$ cat config.mk
export PLATFORM = sky130hd
export DESIGN_NAME = wav_header_parser_top
export DESIGN_NICKNAME = d
export VERILOG_FILES = /design/src/rtl/whp_pkg.sv /design/src/rtl/whp_mac.sv /design/src/rtl/wav_header_parser_top.sv
export SDC_FILE = /design/constraint.sdc
export NUM_CORES = 2
export LEC_CHECK = 0
export ABC_AREA = 0
export BUFFER_PORTS_ARGS = -buffer_cell sky130_fd_sc_hd__buf_2
export CORE_UTILIZATION = 45
export CTS_CLUSTER_DIAMETER = 50
export DETAILED_ROUTE_END_ITERATION = 6
export GPL_TIMING_DRIVEN = 0
export PLACE_DENSITY = 0.66
export RECOVER_POWER = 50
export SETUP_SLACK_MARGIN = 0.02
export SYNTH_ARGS = -nofsm -noshare
export SYNTH_HDL_FRONTEND = slang
export SYNTH_SLANG_ARGS = --single-unit
$ cat constraint.sdc
create_clock -name clk -period 12.45 [get_ports clk]
set_clock_uncertainty 0.05 [all_clocks]
set_input_delay 1.245 -clock clk [delete_from_list [all_inputs] [get_ports clk]]
set_output_delay 1.245 -clock clk [all_outputs]
set_load 0.05 [all_outputs]
$ cat src/rtl/whp_pkg.sv
// shared types and constants for the wav header parser
// no dependencies
`default_nettype none

package whp_pkg;

  localparam logic [5:0] HDR_BYTES    = 6'd44;
  localparam logic [5:0] LAST_POS     = 6'd43;
  localparam logic [5:0] CHECK_POS    = 6'd35;
  localparam logic [7:0] FMT_LEN_BYTE = 8'd16;

  // tags packed little-endian, byte k of the tag sits in bits [8k+7:8k]
  localparam logic [31:0] TAG_RIFF_WORD = 32'h4646_4952;
  localparam logic [31:0] TAG_WAVE_WORD = 32'h4556_4157;
  localparam logic [31:0] TAG_FMT_WORD  = 32'h2074_6D66;
  localparam logic [31:0] TAG_DATA_WORD = 32'h6174_6164;

  typedef enum logic [1:0] {
    TAG_RIFF,
    TAG_WAVE,
    TAG_FMT,
    TAG_DATA
  } tag_t;

  typedef enum logic [2:0] {
    ERR_NONE      = 3'd0,
    ERR_RIFF      = 3'd1,
    ERR_WAVE      = 3'd2,
    ERR_FMT_TAG   = 3'd3,
    ERR_FMT_LEN   = 3'd4,
    ERR_BYTE_RATE = 3'd5,
    ERR_ALIGN     = 3'd6,
    ERR_DATA_TAG  = 3'd7
  } err_t;

  typedef enum logic [1:0] {
    MAC_HOLD,
    MAC_LOAD,
    MAC_ADD_HI
  } mac_cmd_t;

  typedef enum logic [2:0] {
    ST_IDLE,
    ST_MUL_CB,
    ST_MUL_LO,
    ST_MUL_HI,
    ST_CHECK
  } state_t;

  function automatic logic [7:0] tag_byte(input tag_t which, input logic [1:0] k);
    logic [31:0] word;
    begin
      unique case (which)
        TAG_RIFF: word = TAG_RIFF_WORD;
        TAG_WAVE: word = TAG_WAVE_WORD;
        TAG_FMT:  word = TAG_FMT_WORD;
        TAG_DATA: word = TAG_DATA_WORD;
        default:  word = TAG_RIFF_WORD;
      endcase
      tag_byte = word[{k, 3'b000} +: 8];
    end
  endfunction

endpackage

`default_nettype wire

$ cat src/rtl/whp_mac.sv
// shared 32x16 multiply-accumulate unit for the rate checks
// depends on whp_pkg
`default_nettype none

module whp_mac
  import whp_pkg::*;
(
  input  wire logic        clk,
  input  wire mac_cmd_t    cmd,
  input  wire logic [31:0] op_a,
  input  wire logic [15:0] op_b,
  output logic [63:0]      acc
);

  logic [47:0] prod;
  logic [63:0] acc_next;

  assign prod = op_a * op_b;

  always_comb begin
    unique case (cmd)
      MAC_LOAD:   acc_next = {16'b0, prod};
      // upper partial product lands 16 bits up
      MAC_ADD_HI: acc_next = acc + {prod, 16'b0};
      default:    acc_next = acc;
    endcase
  end

  always_ff @(posedge clk) begin
    acc <= acc_next;
  end

endmodule

`default_nettype wire

$ cat src/rtl/wav_header_parser_top.sv
// wav header parser top: byte capture, tag checks, check sequencer, result register
// depends on whp_pkg and whp_mac
//
// Input channel (in_valid/in_ready) takes one header byte per word with start_req
// marking byte 0 of a header; start_req also restarts a header already in progress.
// Output channel (out_valid/out_ready) gives one result word per complete 44-byte
// header: format, channels, sample rate, bits per sample, data length and the first
// error code (0 when the header is clean).
// After byte 35 (last byte of bits per sample) is taken, byte rate and block
// align are checked with one shared 32x16 multiplier over three products and
// a compare step, during which in_ready is low. The result word is valid in
// the cycle after byte 43 is taken.
// Bytes after the 44th are taken and dropped until the next start_req.
// Reset clears the byte position, the error code, the fields and out_valid.
// If the receiver stalls, the result stays in the output register and input bytes
// keep flowing; input waits only while the position sits at byte 43 or the checks run.
`default_nettype none

module wav_header_parser_top
  import whp_pkg::*;
(
  input  wire logic        clk,
  input  wire logic        rst,
  input  wire logic        in_valid,
  output logic             in_ready,
  input  wire logic [7:0]  data_byte,
  input  wire logic        start_req,
  output logic             out_valid,
  input  wire logic        out_ready,
  output logic [15:0]      audio_format,
  output logic [15:0]      channel_count,
  output logic [31:0]      sample_rate,
  output logic [15:0]      sample_bits,
  output logic [31:0]      data_length,
  output logic [2:0]       status
);

  state_t      state, state_next;
  logic [5:0]  byte_pos, byte_pos_next, pos_eff;
  logic [15:0] format_reg, format_next;
  logic [15:0] channels_reg, channels_next;
  logic [31:0] rate_reg, rate_next;
  logic [31:0] byte_rate_reg, byte_rate_next;
  logic [15:0] align_reg, align_next;
  logic [15:0] bits_reg, bits_next;
  logic [31:0] length_reg, length_next;
  err_t        first_error, first_error_next, err_base, byte_err;
  logic        accept, in_range, idle;

  mac_cmd_t    mac_cmd;
  logic [31:0] mac_a;
  logic [15:0] mac_b;
  logic [63:0] mac_acc;
  logic [31:0] cb_prod;
  logic        align_bad, rate_bad;

  whp_mac u_mac (
    .clk  (clk),
    .cmd  (mac_cmd),
    .op_a (mac_a),
    .op_b (mac_b),
    .acc  (mac_acc)
  );

  assign accept   = in_valid && in_ready;
  assign idle     = (state == ST_IDLE);
  assign in_ready = idle && (!out_valid || out_ready || (byte_pos != LAST_POS));
  assign pos_eff  = start_req ? 6'd0 : byte_pos;
  assign in_range = (pos_eff < HDR_BYTES);
  assign rate_bad = (mac_acc[63:35] != '0) || (mac_acc[34:3] != byte_rate_reg);

  // per-byte field capture and checks
  always_comb begin
    format_next    = format_reg;
    channels_next  = channels_reg;
    rate_next      = rate_reg;
    byte_rate_next = byte_rate_reg;
    align_next     = align_reg;
    bits_next      = bits_reg;
    length_next    = length_reg;
    byte_err       = ERR_NONE;
    if (pos_eff < 6'd4) begin
      if (data_byte != tag_byte(TAG_RIFF, pos_eff[1:0])) byte_err = ERR_RIFF;
    end else if (pos_eff < 6'd8) begin
      byte_err = ERR_NONE;
    end else if (pos_eff < 6'd12) begin
      if (data_byte != tag_byte(TAG_WAVE, pos_eff[1:0])) byte_err = ERR_WAVE;
    end else if (pos_eff < 6'd16) begin
      if (data_byte != tag_byte(TAG_FMT, pos_eff[1:0])) byte_err = ERR_FMT_TAG;
    end else if (pos_eff < 6'd20) begin
      if (data_byte != ((pos_eff == 6'd16) ? FMT_LEN_BYTE : 8'd0)) byte_err = ERR_FMT_LEN;
    end else if (pos_eff < 6'd22) begin
      format_next[{pos_eff[0], 3'b000} +: 8] = data_byte;
    end else if (pos_eff < 6'd24) begin
      channels_next[{pos_eff[0], 3'b000} +: 8] = data_byte;
    end else if (pos_eff < 6'd28) begin
      rate_next[{pos_eff[1:0], 3'b000} +: 8] = data_byte;
    end else if (pos_eff < 6'd32) begin
      byte_rate_next[{pos_eff[1:0], 3'b000} +: 8] = data_byte;
    end else if (pos_eff < 6'd34) begin
      align_next[{pos_eff[0], 3'b000} +: 8] = data_byte;
    end else if (pos_eff < 6'd36) begin
      bits_next[{pos_eff[0], 3'b000} +: 8] = data_byte;
    end else if (pos_eff < 6'd40) begin
      if (data_byte != tag_byte(TAG_DATA, pos_eff[1:0])) byte_err = ERR_DATA_TAG;
    end else if (in_range) begin
      length_next[{pos_eff[1:0], 3'b000} +: 8] = data_byte;
    end
  end

  always_comb begin
    err_base         = start_req ? ERR_NONE : first_error;
    first_error_next = err_base;
    if (in_range && (err_base == ERR_NONE)) first_error_next = byte_err;
    byte_pos_next    = in_range ? (pos_eff + 6'd1) : pos_eff;
  end

  // sequencer next state
  always_comb begin
    state_next = state;
    unique case (state)
      ST_IDLE:   if (accept && (pos_eff == CHECK_POS)) state_next = ST_MUL_CB;
      ST_MUL_CB: state_next = ST_MUL_LO;
      ST_MUL_LO: state_next = ST_MUL_HI;
      ST_MUL_HI: state_next = ST_CHECK;
      ST_CHECK:  state_next = ST_IDLE;
      default:   state_next = ST_IDLE;
    endcase
  end

  // sequencer outputs: operand selection for the shared unit
  always_comb begin
    mac_cmd = MAC_HOLD;
    mac_a   = cb_prod;
    mac_b   = rate_reg[31:16];
    unique case (state)
      ST_MUL_CB: begin
        mac_cmd = MAC_LOAD;
        mac_a   = {16'b0, channels_reg};
        mac_b   = bits_reg;
      end
      ST_MUL_LO: begin
        mac_cmd = MAC_LOAD;
        mac_a   = mac_acc[31:0];
        mac_b   = rate_reg[15:0];
      end
      ST_MUL_HI: begin
        mac_cmd = MAC_ADD_HI;
        mac_a   = cb_prod;
        mac_b   = rate_reg[31:16];
      end
      default: mac_cmd = MAC_HOLD;
    endcase
  end

  always_ff @(posedge clk) begin
    if (rst) begin
      state         <= ST_IDLE;
      byte_pos      <= '0;
      first_error   <= ERR_NONE;
      format_reg    <= '0;
      channels_reg  <= '0;
      rate_reg      <= '0;
      byte_rate_reg <= '0;
      align_reg     <= '0;
      bits_reg      <= '0;
      length_reg    <= '0;
      out_valid     <= 1'b0;
    end else begin
      state <= state_next;
      if (accept) begin
        byte_pos      <= byte_pos_next;
        first_error   <= first_error_next;
        format_reg    <= format_next;
        channels_reg  <= channels_next;
        rate_reg      <= rate_next;
        byte_rate_reg <= byte_rate_next;
        align_reg     <= align_next;
        bits_reg      <= bits_next;
        length_reg    <= length_next;
      end else if ((state == ST_CHECK) && (first_error == ERR_NONE)) begin
        // byte rate mismatch wins over block align
        if (rate_bad) first_error <= ERR_BYTE_RATE;
        else if (align_bad) first_error <= ERR_ALIGN;
      end
      if (accept && (pos_eff == LAST_POS)) out_valid <= 1'b1;
      else if (out_ready) out_valid <= 1'b0;
    end
  end

  // ch*bits held for the upper partial product, align check taken from it
  always_ff @(posedge clk) begin
    if (state == ST_MUL_LO) begin
      cb_prod   <= mac_acc[31:0];
      align_bad <= (mac_acc[31:3] != {13'b0, align_reg});
    end
  end

  always_ff @(posedge clk) begin
    if (accept && (pos_eff == LAST_POS)) begin
      audio_format  <= format_next;
      channel_count <= channels_next;
      sample_rate   <= rate_next;
      sample_bits   <= bits_next;
      data_length   <= length_next;
      status        <= first_error_next;
    end
  end

endmodule

`default_nettype wire

# Yosys cells after proc, flatten, opt, wreduce, memory -nomap -nowiden
# Index checks and enable logic that the tools add are counted.
# word_totals
ff_bits,385
input_bits,13
out_inout_bits,117
wordCells,201
# op_classes
add_sub_neg,4
mul,1
order_cmp,13
n_eq_ne,18
n_shift,8
mux,106
bitwise,9
n_reduce_logical,22
# op_table
cell,n
two-way mux 32 bit,41
two-way mux 16 bit,24
one-hot mux 64 bit (2 select lines),1
indexed part select 32 x 6 -> 8 bit,4
bitwise mux 32 bit,3
adder 64 bit,1
bitwise mux 16 bit,4
one-hot mux 32 bit (2 select lines),1
two-way mux 3 bit,21
multiplier 32 x 16 -> 48 bit,1
inequality test 32 bit,1
inequality test 8 bit,4
one-hot mux 16 bit (2 select lines),1
"variable shift 8 x 7 -> 32 bit, first input constant",1
indexed part select 8 x 7 -> 32 bit,1
"less-than comparator 6 x 5 -> 1 bit, second input constant",5
"less-than comparator 6 bit, second input constant",5
inequality test 29 x 16 -> 1 bit,1
nonzero test 29 bit,1
"variable shift 8 x 6 -> 16 bit, first input constant",1
indexed part select 8 x 6 -> 16 bit,1
"== test 6 bit, second input constant",2
"less-than comparator 6 x 4 -> 1 bit, second input constant",2
two-way mux 6 bit,2
29 further kinds,52

# Depth between registers and ports, before layout
# logic_depth
word_depth,31
ltp_mapped,43
depth_no_buf,38

# By module
# From an unflattened synthesis, not the netlist that was laid out.
# unflattened
cells_unflattened,3827
hier_area_um2,35800.6
# modules_own_cells
module,instances,cells_each,area_each_um2,seq_area_each_um2
whp_mac,1,2458,21685.8,1921.8
wav_header_parser_top,1,1369,14114.8,7907.6

# Least setup slack after synthesis
# OpenSTA, ideal clock, no wires.
# synth_timing
path_type,flip-flop to flip-flop
startpoint,register state[1]
endpoint,"register u_mac.acc[63], data pin"
setup_ns,0.256
arrival_time_ns,9.517
required_time_ns,12.144
setup_slack_ns,2.627
stages_incl_launch_ff,38
n_path_buf,6
period_less_slack_ns,9.823
path_cell_list,dfxtp_1 > buf_2 > nor3b_1 > clkbuf_1 > clkbuf_1 > clkbuf_1 > a22oi_1 > nor2_1 > fa_1 > inv_1 > fa_1 > fa_1 > inv_1 > fa_1 > fa_1 > inv_1 > fa_1 > inv_1 > [... 2 more ...] > nand4_1 > nor2_1 > o2111ai_1 > o221a_2 > o41ai_4 > a221oi_2 > xnor2_1 > ha_1 > clkbuf_1 > a21o_1 > a21oi_1 > o21ai_0 > a21oi_1 > and3_1 > mux2_1 > nor3_1 > xnor2_1 > nor2b_1
# synth_via
elab_chain_len,5
elab_cells_between_ends,12
cone_classes,add/sub: 1; mul: 1; eq/ne: 5; mux: 4; reduce/logical: 1
# synth_rtl
item,line_no,source
start: declaration,wav_header_parser_top.sv:38,"state_t state, state_next;"
start signal: assignment,wav_header_parser_top.sv:170,state <= state_next;
== test 3 x 2 -> 1 bit / == test 3 x 1 -> 1 bit (equally long branches),wav_header_parser_top.sv:136,unique case (state)
one-hot mux 32 bit (2 select lines) (tied with other cells),wav_header_parser_top.sv:136,
multiplier 32 x 16 -> 48 bit / one-hot mux 2 bit (2 select lines) (equally long branches),"whp_mac.sv:18, wav_header_parser_top.sv:136",
adder 64 bit (tied with other cells),whp_mac.sv:24,"MAC_ADD_HI: acc_next = acc + {prod, 16'b0};"
one-hot mux 64 bit (2 select lines) (*),whp_mac.sv:21,unique case (cmd)
end signal: assignment,whp_mac.sv:30,acc <= acc_next;
end: declaration,whp_mac.sv:12,output logic [63:0] acc
# Mark *: on every way between the ends. The rest lies on a longest branch, timed or not.
# A chain may end at the register's enable or synchronous reset.

# Worst setup path in the final report
# layout_timing
startpoint,register state[2]
endpoint,"register u_mac.acc[63], data pin"
# The elaborated chain is that of the path after synthesis.

==> out/qor.tcl <==
set qor(run_status) {finished, violations left}
set qor(violated_checks) {max-capacitance violations, max-slew violations}
set qor(hold_path_end) {length_reg[27]$_SDFFE_PP0P_}
set qor(fp.dieW_um) 281.7
set qor(timing.critical_path.from_type) {register}
set qor(grt_setup_unrepaired) {false}
set qor(pin_count_of_the_biggest_net_entering_global_routing) 61
set qor(cellLeakagePower_nw) 16.23
set qor(rows) 102
set qor(design_power_total_mw) 2.759
set qor(yosys.cell_types.count) 80
set qor(regMostFlops) {u_mac.acc}
set qor(synthArstFlopShare) 0
set qor(die_footprint_mm2) 0.07934
set qor(crit_arrival_ps) 12140
set qor(synthDominantAreaCellType) {sky130_fd_sc_hd__fa_1}
set qor(port-buffer-count) 126
set qor(route.met2.wl_mm) 51.82
set qor(antenna_left) 0
set qor(final_min_period_over_clock_period) 0.9539
set qor(timing.rr.end) {u_mac.acc[63]$_SDFFCE_PN0P_}
set qor(synth-edff-count) 212
set qor(setup_fix_buffers_added_after_clock_tree_synthesis) 0
set qor(vdd_ir_drop_max_v) 0.00008664
set qor(cts.path.max_buffers) 3
set qor(largest_reg_flops) 64
set qor(syn_inst) 3902
set qor(ctsRootBufferMaster) {sky130_fd_sc_hd__clkbuf_16}
set qor(critical_setup_path_class) {register to register}
set qor(globalplace.congestion) 0.9978
set qor(grt_antenna_before_repair) 3
set qor(finalHoldViolations) 0
set qor(cts.hold.buffers_added) 0
set qor(routed-via-count) 29030
set qor(drt_iter0_drc) 3048
set qor(drt_pass1_iterations) 5
set qor(max-cap-violations) 1
set qor(clock_insertion_delay_worst_skew_ps) 570
set qor(standard_cell_with_the_maximum_stage_delay_on_the_critical_path) {sky130_fd_sc_hd__clkbuf_1}
set qor(nNetsFinal) 4705
set qor(postLayoutSetupSlackWorst_ps) 574.5
set qor(layout_cells_sized_above_1) 0.04543
set qor(ys_warn_count) 0
set qor(ioPinCount) 130
set qor(wire_length_of_the_first_global_routing_pass_mm) 174.5
set qor(synthFlopType) {sky130_fd_sc_hd__edfxtp_1}
set qor(slew-limit-headroom) -0.8565
set qor(final.hold.worst_slack_ps) 404.4
set qor(drcViolationCount) 0
set qor(floorplan.die.height_um) 281.7
set qor(syn_to_final_growth_pct) 9.399
set qor(report.final.slew_viol_count) 60
set qor(ys_top_cells_by_area) {sky130_fd_sc_hd__fa_1 24%, sky130_fd_sc_hd__edfxtp_1 18%, sky130_fd_sc_hd__dfxtp_1 9.8%}
set qor(path_clk_slew_ps) 70
set qor(worstSetupStartpoint) {state[2]$_SDFFE_PP0P_}
set qor(first_global_vias) 28590
set qor(post_synthesis_sequential_area_ratio) 0.2793
set qor(yosysTopAreaCellShare) 0.2383
set qor(syn_nets) 4526
set qor(end_kind) {register}
set qor(initial_standard_cell_utilization_of_the_core) 0.4543
set qor(holdCritPathClass) {register to register}
set qor(rr_startpoint) {state[2]$_SDFFE_PP0P_}
set qor(post_synth.cell_area_avg_um2) 9.020
set qor(cts_tree) {yes}
set qor(crit_fanout) 10
set qor(final.min_clock_period_ps) 11880
set qor(fmax_mhz) 84.21
set qor(yosys_register_bits) 385
set qor(core_area_mm2) 0.07747
set qor(syn_area_mm2) 0.03520
set qor(wl_met3_mm) 10.48
set qor(r2r_slack_ps) 570
set qor(route.final.wire_length_mm) 114.2
set qor(routedLengthMet1_mm) 48.12
set qor(cts-htree-levels) 2
set qor(hold_depth) 2
set qor(power.density_mw_per_mm2) 71.66
set qor(drt-vias-per-instance) 5.629
set qor(actual_slew_at_the_worst_max_slew_pin_ps) 2785
set qor(dp_worst_setup_slack_ps) 774.9
set qor(cts_buffers) 43
set qor(cts_sinks) 385
set qor(setup_viol) 0
set qor(worst_r2r_path_depth) 40
set qor(avgRoutedWirePerCell_um) 22.14
set qor(holdCritStartpoint) {length_reg[27]$_SDFFE_PP0P_}
set qor(grt-ovfl-total) 0
set qor(top_signal_layer_used) {met5}
set qor(global_route.usage.total) 0.2928
set qor(dp.final_hpwl_mm) 92.28
set qor(total_negative_setup_slack_ps) 0
set qor(final_core_util) 0.4970
set qor(cp_data_required_time_ps) 12710
set qor(crit_path_max_incr_delay_ps) 670
placed cells by master, fill, tap and decap left out, types with 30 or more instances in the layout:
master / count
sky130_fd_sc_hd__a21o_1: 50
sky130_fd_sc_hd__a21oi_1: 236
sky130_fd_sc_hd__a221o_1: 30
sky130_fd_sc_hd__and2_1: 60
sky130_fd_sc_hd__clkbuf_1: 302
sky130_fd_sc_hd__clkbuf_16: 44
sky130_fd_sc_hd__dfxtp_1: 173
sky130_fd_sc_hd__edfxtp_1: 212
sky130_fd_sc_hd__fa_1: 419
sky130_fd_sc_hd__ha_1: 192
sky130_fd_sc_hd__inv_1: 500
sky130_fd_sc_hd__mux2_1: 33
sky130_fd_sc_hd__mux2_2: 35
sky130_fd_sc_hd__nand2_1: 709
sky130_fd_sc_hd__nand3_1: 30
sky130_fd_sc_hd__nand4_1: 40
sky130_fd_sc_hd__nor2_1: 377
sky130_fd_sc_hd__nor3_1: 53
sky130_fd_sc_hd__o21ai_0: 108
sky130_fd_sc_hd__o21ai_1: 32
sky130_fd_sc_hd__xnor2_1: 97
sky130_fd_sc_hd__xor2_1: 43
kinds of logic (layout without fill, tap and decap cells):
kind of cell | Yosys count | after routing | share of synthesized area
DFF | 385 | 385 | 0.2793
AOI/OAI and AO/OA | 626 | 626 | 0.1164
adders and majority gates | 611 | 611 | 0.3066
other | 0 | 2 | 0
xor gates and xnor gates | 141 | 141 | 0.03530
and+or+nand+nor | 1365 | 1365 | 0.1643
muxes | 70 | 70 | 0.02232
buffers and inverters | 704 | 918 | 0.07583
cells in the mapped netlist (33+ instances only):
master                     number
sky130_fd_sc_hd__nand2_1      709
sky130_fd_sc_hd__inv_1        500
sky130_fd_sc_hd__fa_1         419
sky130_fd_sc_hd__nor2_1       377
sky130_fd_sc_hd__a21oi_1      236
sky130_fd_sc_hd__edfxtp_1     212
sky130_fd_sc_hd__ha_1         192
sky130_fd_sc_hd__dfxtp_1      173
sky130_fd_sc_hd__clkbuf_1     169
sky130_fd_sc_hd__o21ai_0      107
sky130_fd_sc_hd__xnor2_1       97
sky130_fd_sc_hd__mux2_2        66
sky130_fd_sc_hd__and2_1        61
sky130_fd_sc_hd__nor3_1        53
sky130_fd_sc_hd__a21o_1        50
sky130_fd_sc_hd__xor2_1        43
sky130_fd_sc_hd__nand4_1       40
sky130_fd_sc_hd__o21ai_1       33
power by group:
group / total (mW) / switching [mW] / internal [mW]
sequential: 1.35 / 0.0133 / 1.34
combinational: 0.101 / 0.0763 / 0.0246
clock: 1.31 / 0.564 / 0.743
total: 2.76 / 0.653 / 2.11
per-layer routing:
layer	global-route usage	vias up
met3	0.05486	197
met4	0.09044	2
met2	0.4579	1308
met5	0	-
met1	0.4109	14440
li1	-	13080
area by class of cell:
class	count	area, um2
Antenna cell	2	5.005
Clock inverter	22	244.0
Fill cell	7429	38960
Multi-Input combinational cell	2813	22690
Sequential cell	385	9829
Inverter	503	1888
Clock buffer	58	1184
Tap cell	1040	1301
Buffer	201	778.2
Timing Repair Buffer	134	583.1
worst max-delay path: cells and delay by family, from the launching register on:
kind,cells,cell delay (ps)
fa+ha+maj,8,3810
simple gates,9,2100
xor+xnor,2,610
buf+inv,12,2650
flops,1,310
mux,1,320
compound gates,8,1740
repair_timing:
action	CTS	global route
resized for setup	0	4
endpoints found under the setup margin	0	1
hold endpoints to repair	0	0
worst max path at each step:
stage	depth (start not counted)	end	slack (ps)
final	40	u_mac.acc[63]$_SDFFCE_PN0P_	570
after global routing	40	u_mac.acc[63]$_SDFFCE_PN0P_	70
after CTS	40	u_mac.acc[63]$_SDFFCE_PN0P_	660
after detailed placement	40	u_mac.acc[63]$_SDFFCE_PN0P_	770
after global placement	36	u_mac.acc[63]$_SDFFCE_PN0P_	20
after floorplan	37	u_mac.acc[63]$_SDFFCE_PN0P_	2630
metrics by stage:
stage / instance area, um2 / std cells
after floorplan: 35200 / 3902
after global placement: 37130 / 5068
after detailed placement: 37230 / 5076
after CTS: 38660 / 5156
after global routing: 38500 / 5156
final: 38500 / 5158
Note: power is estimated with default switching activity, not from simulation.
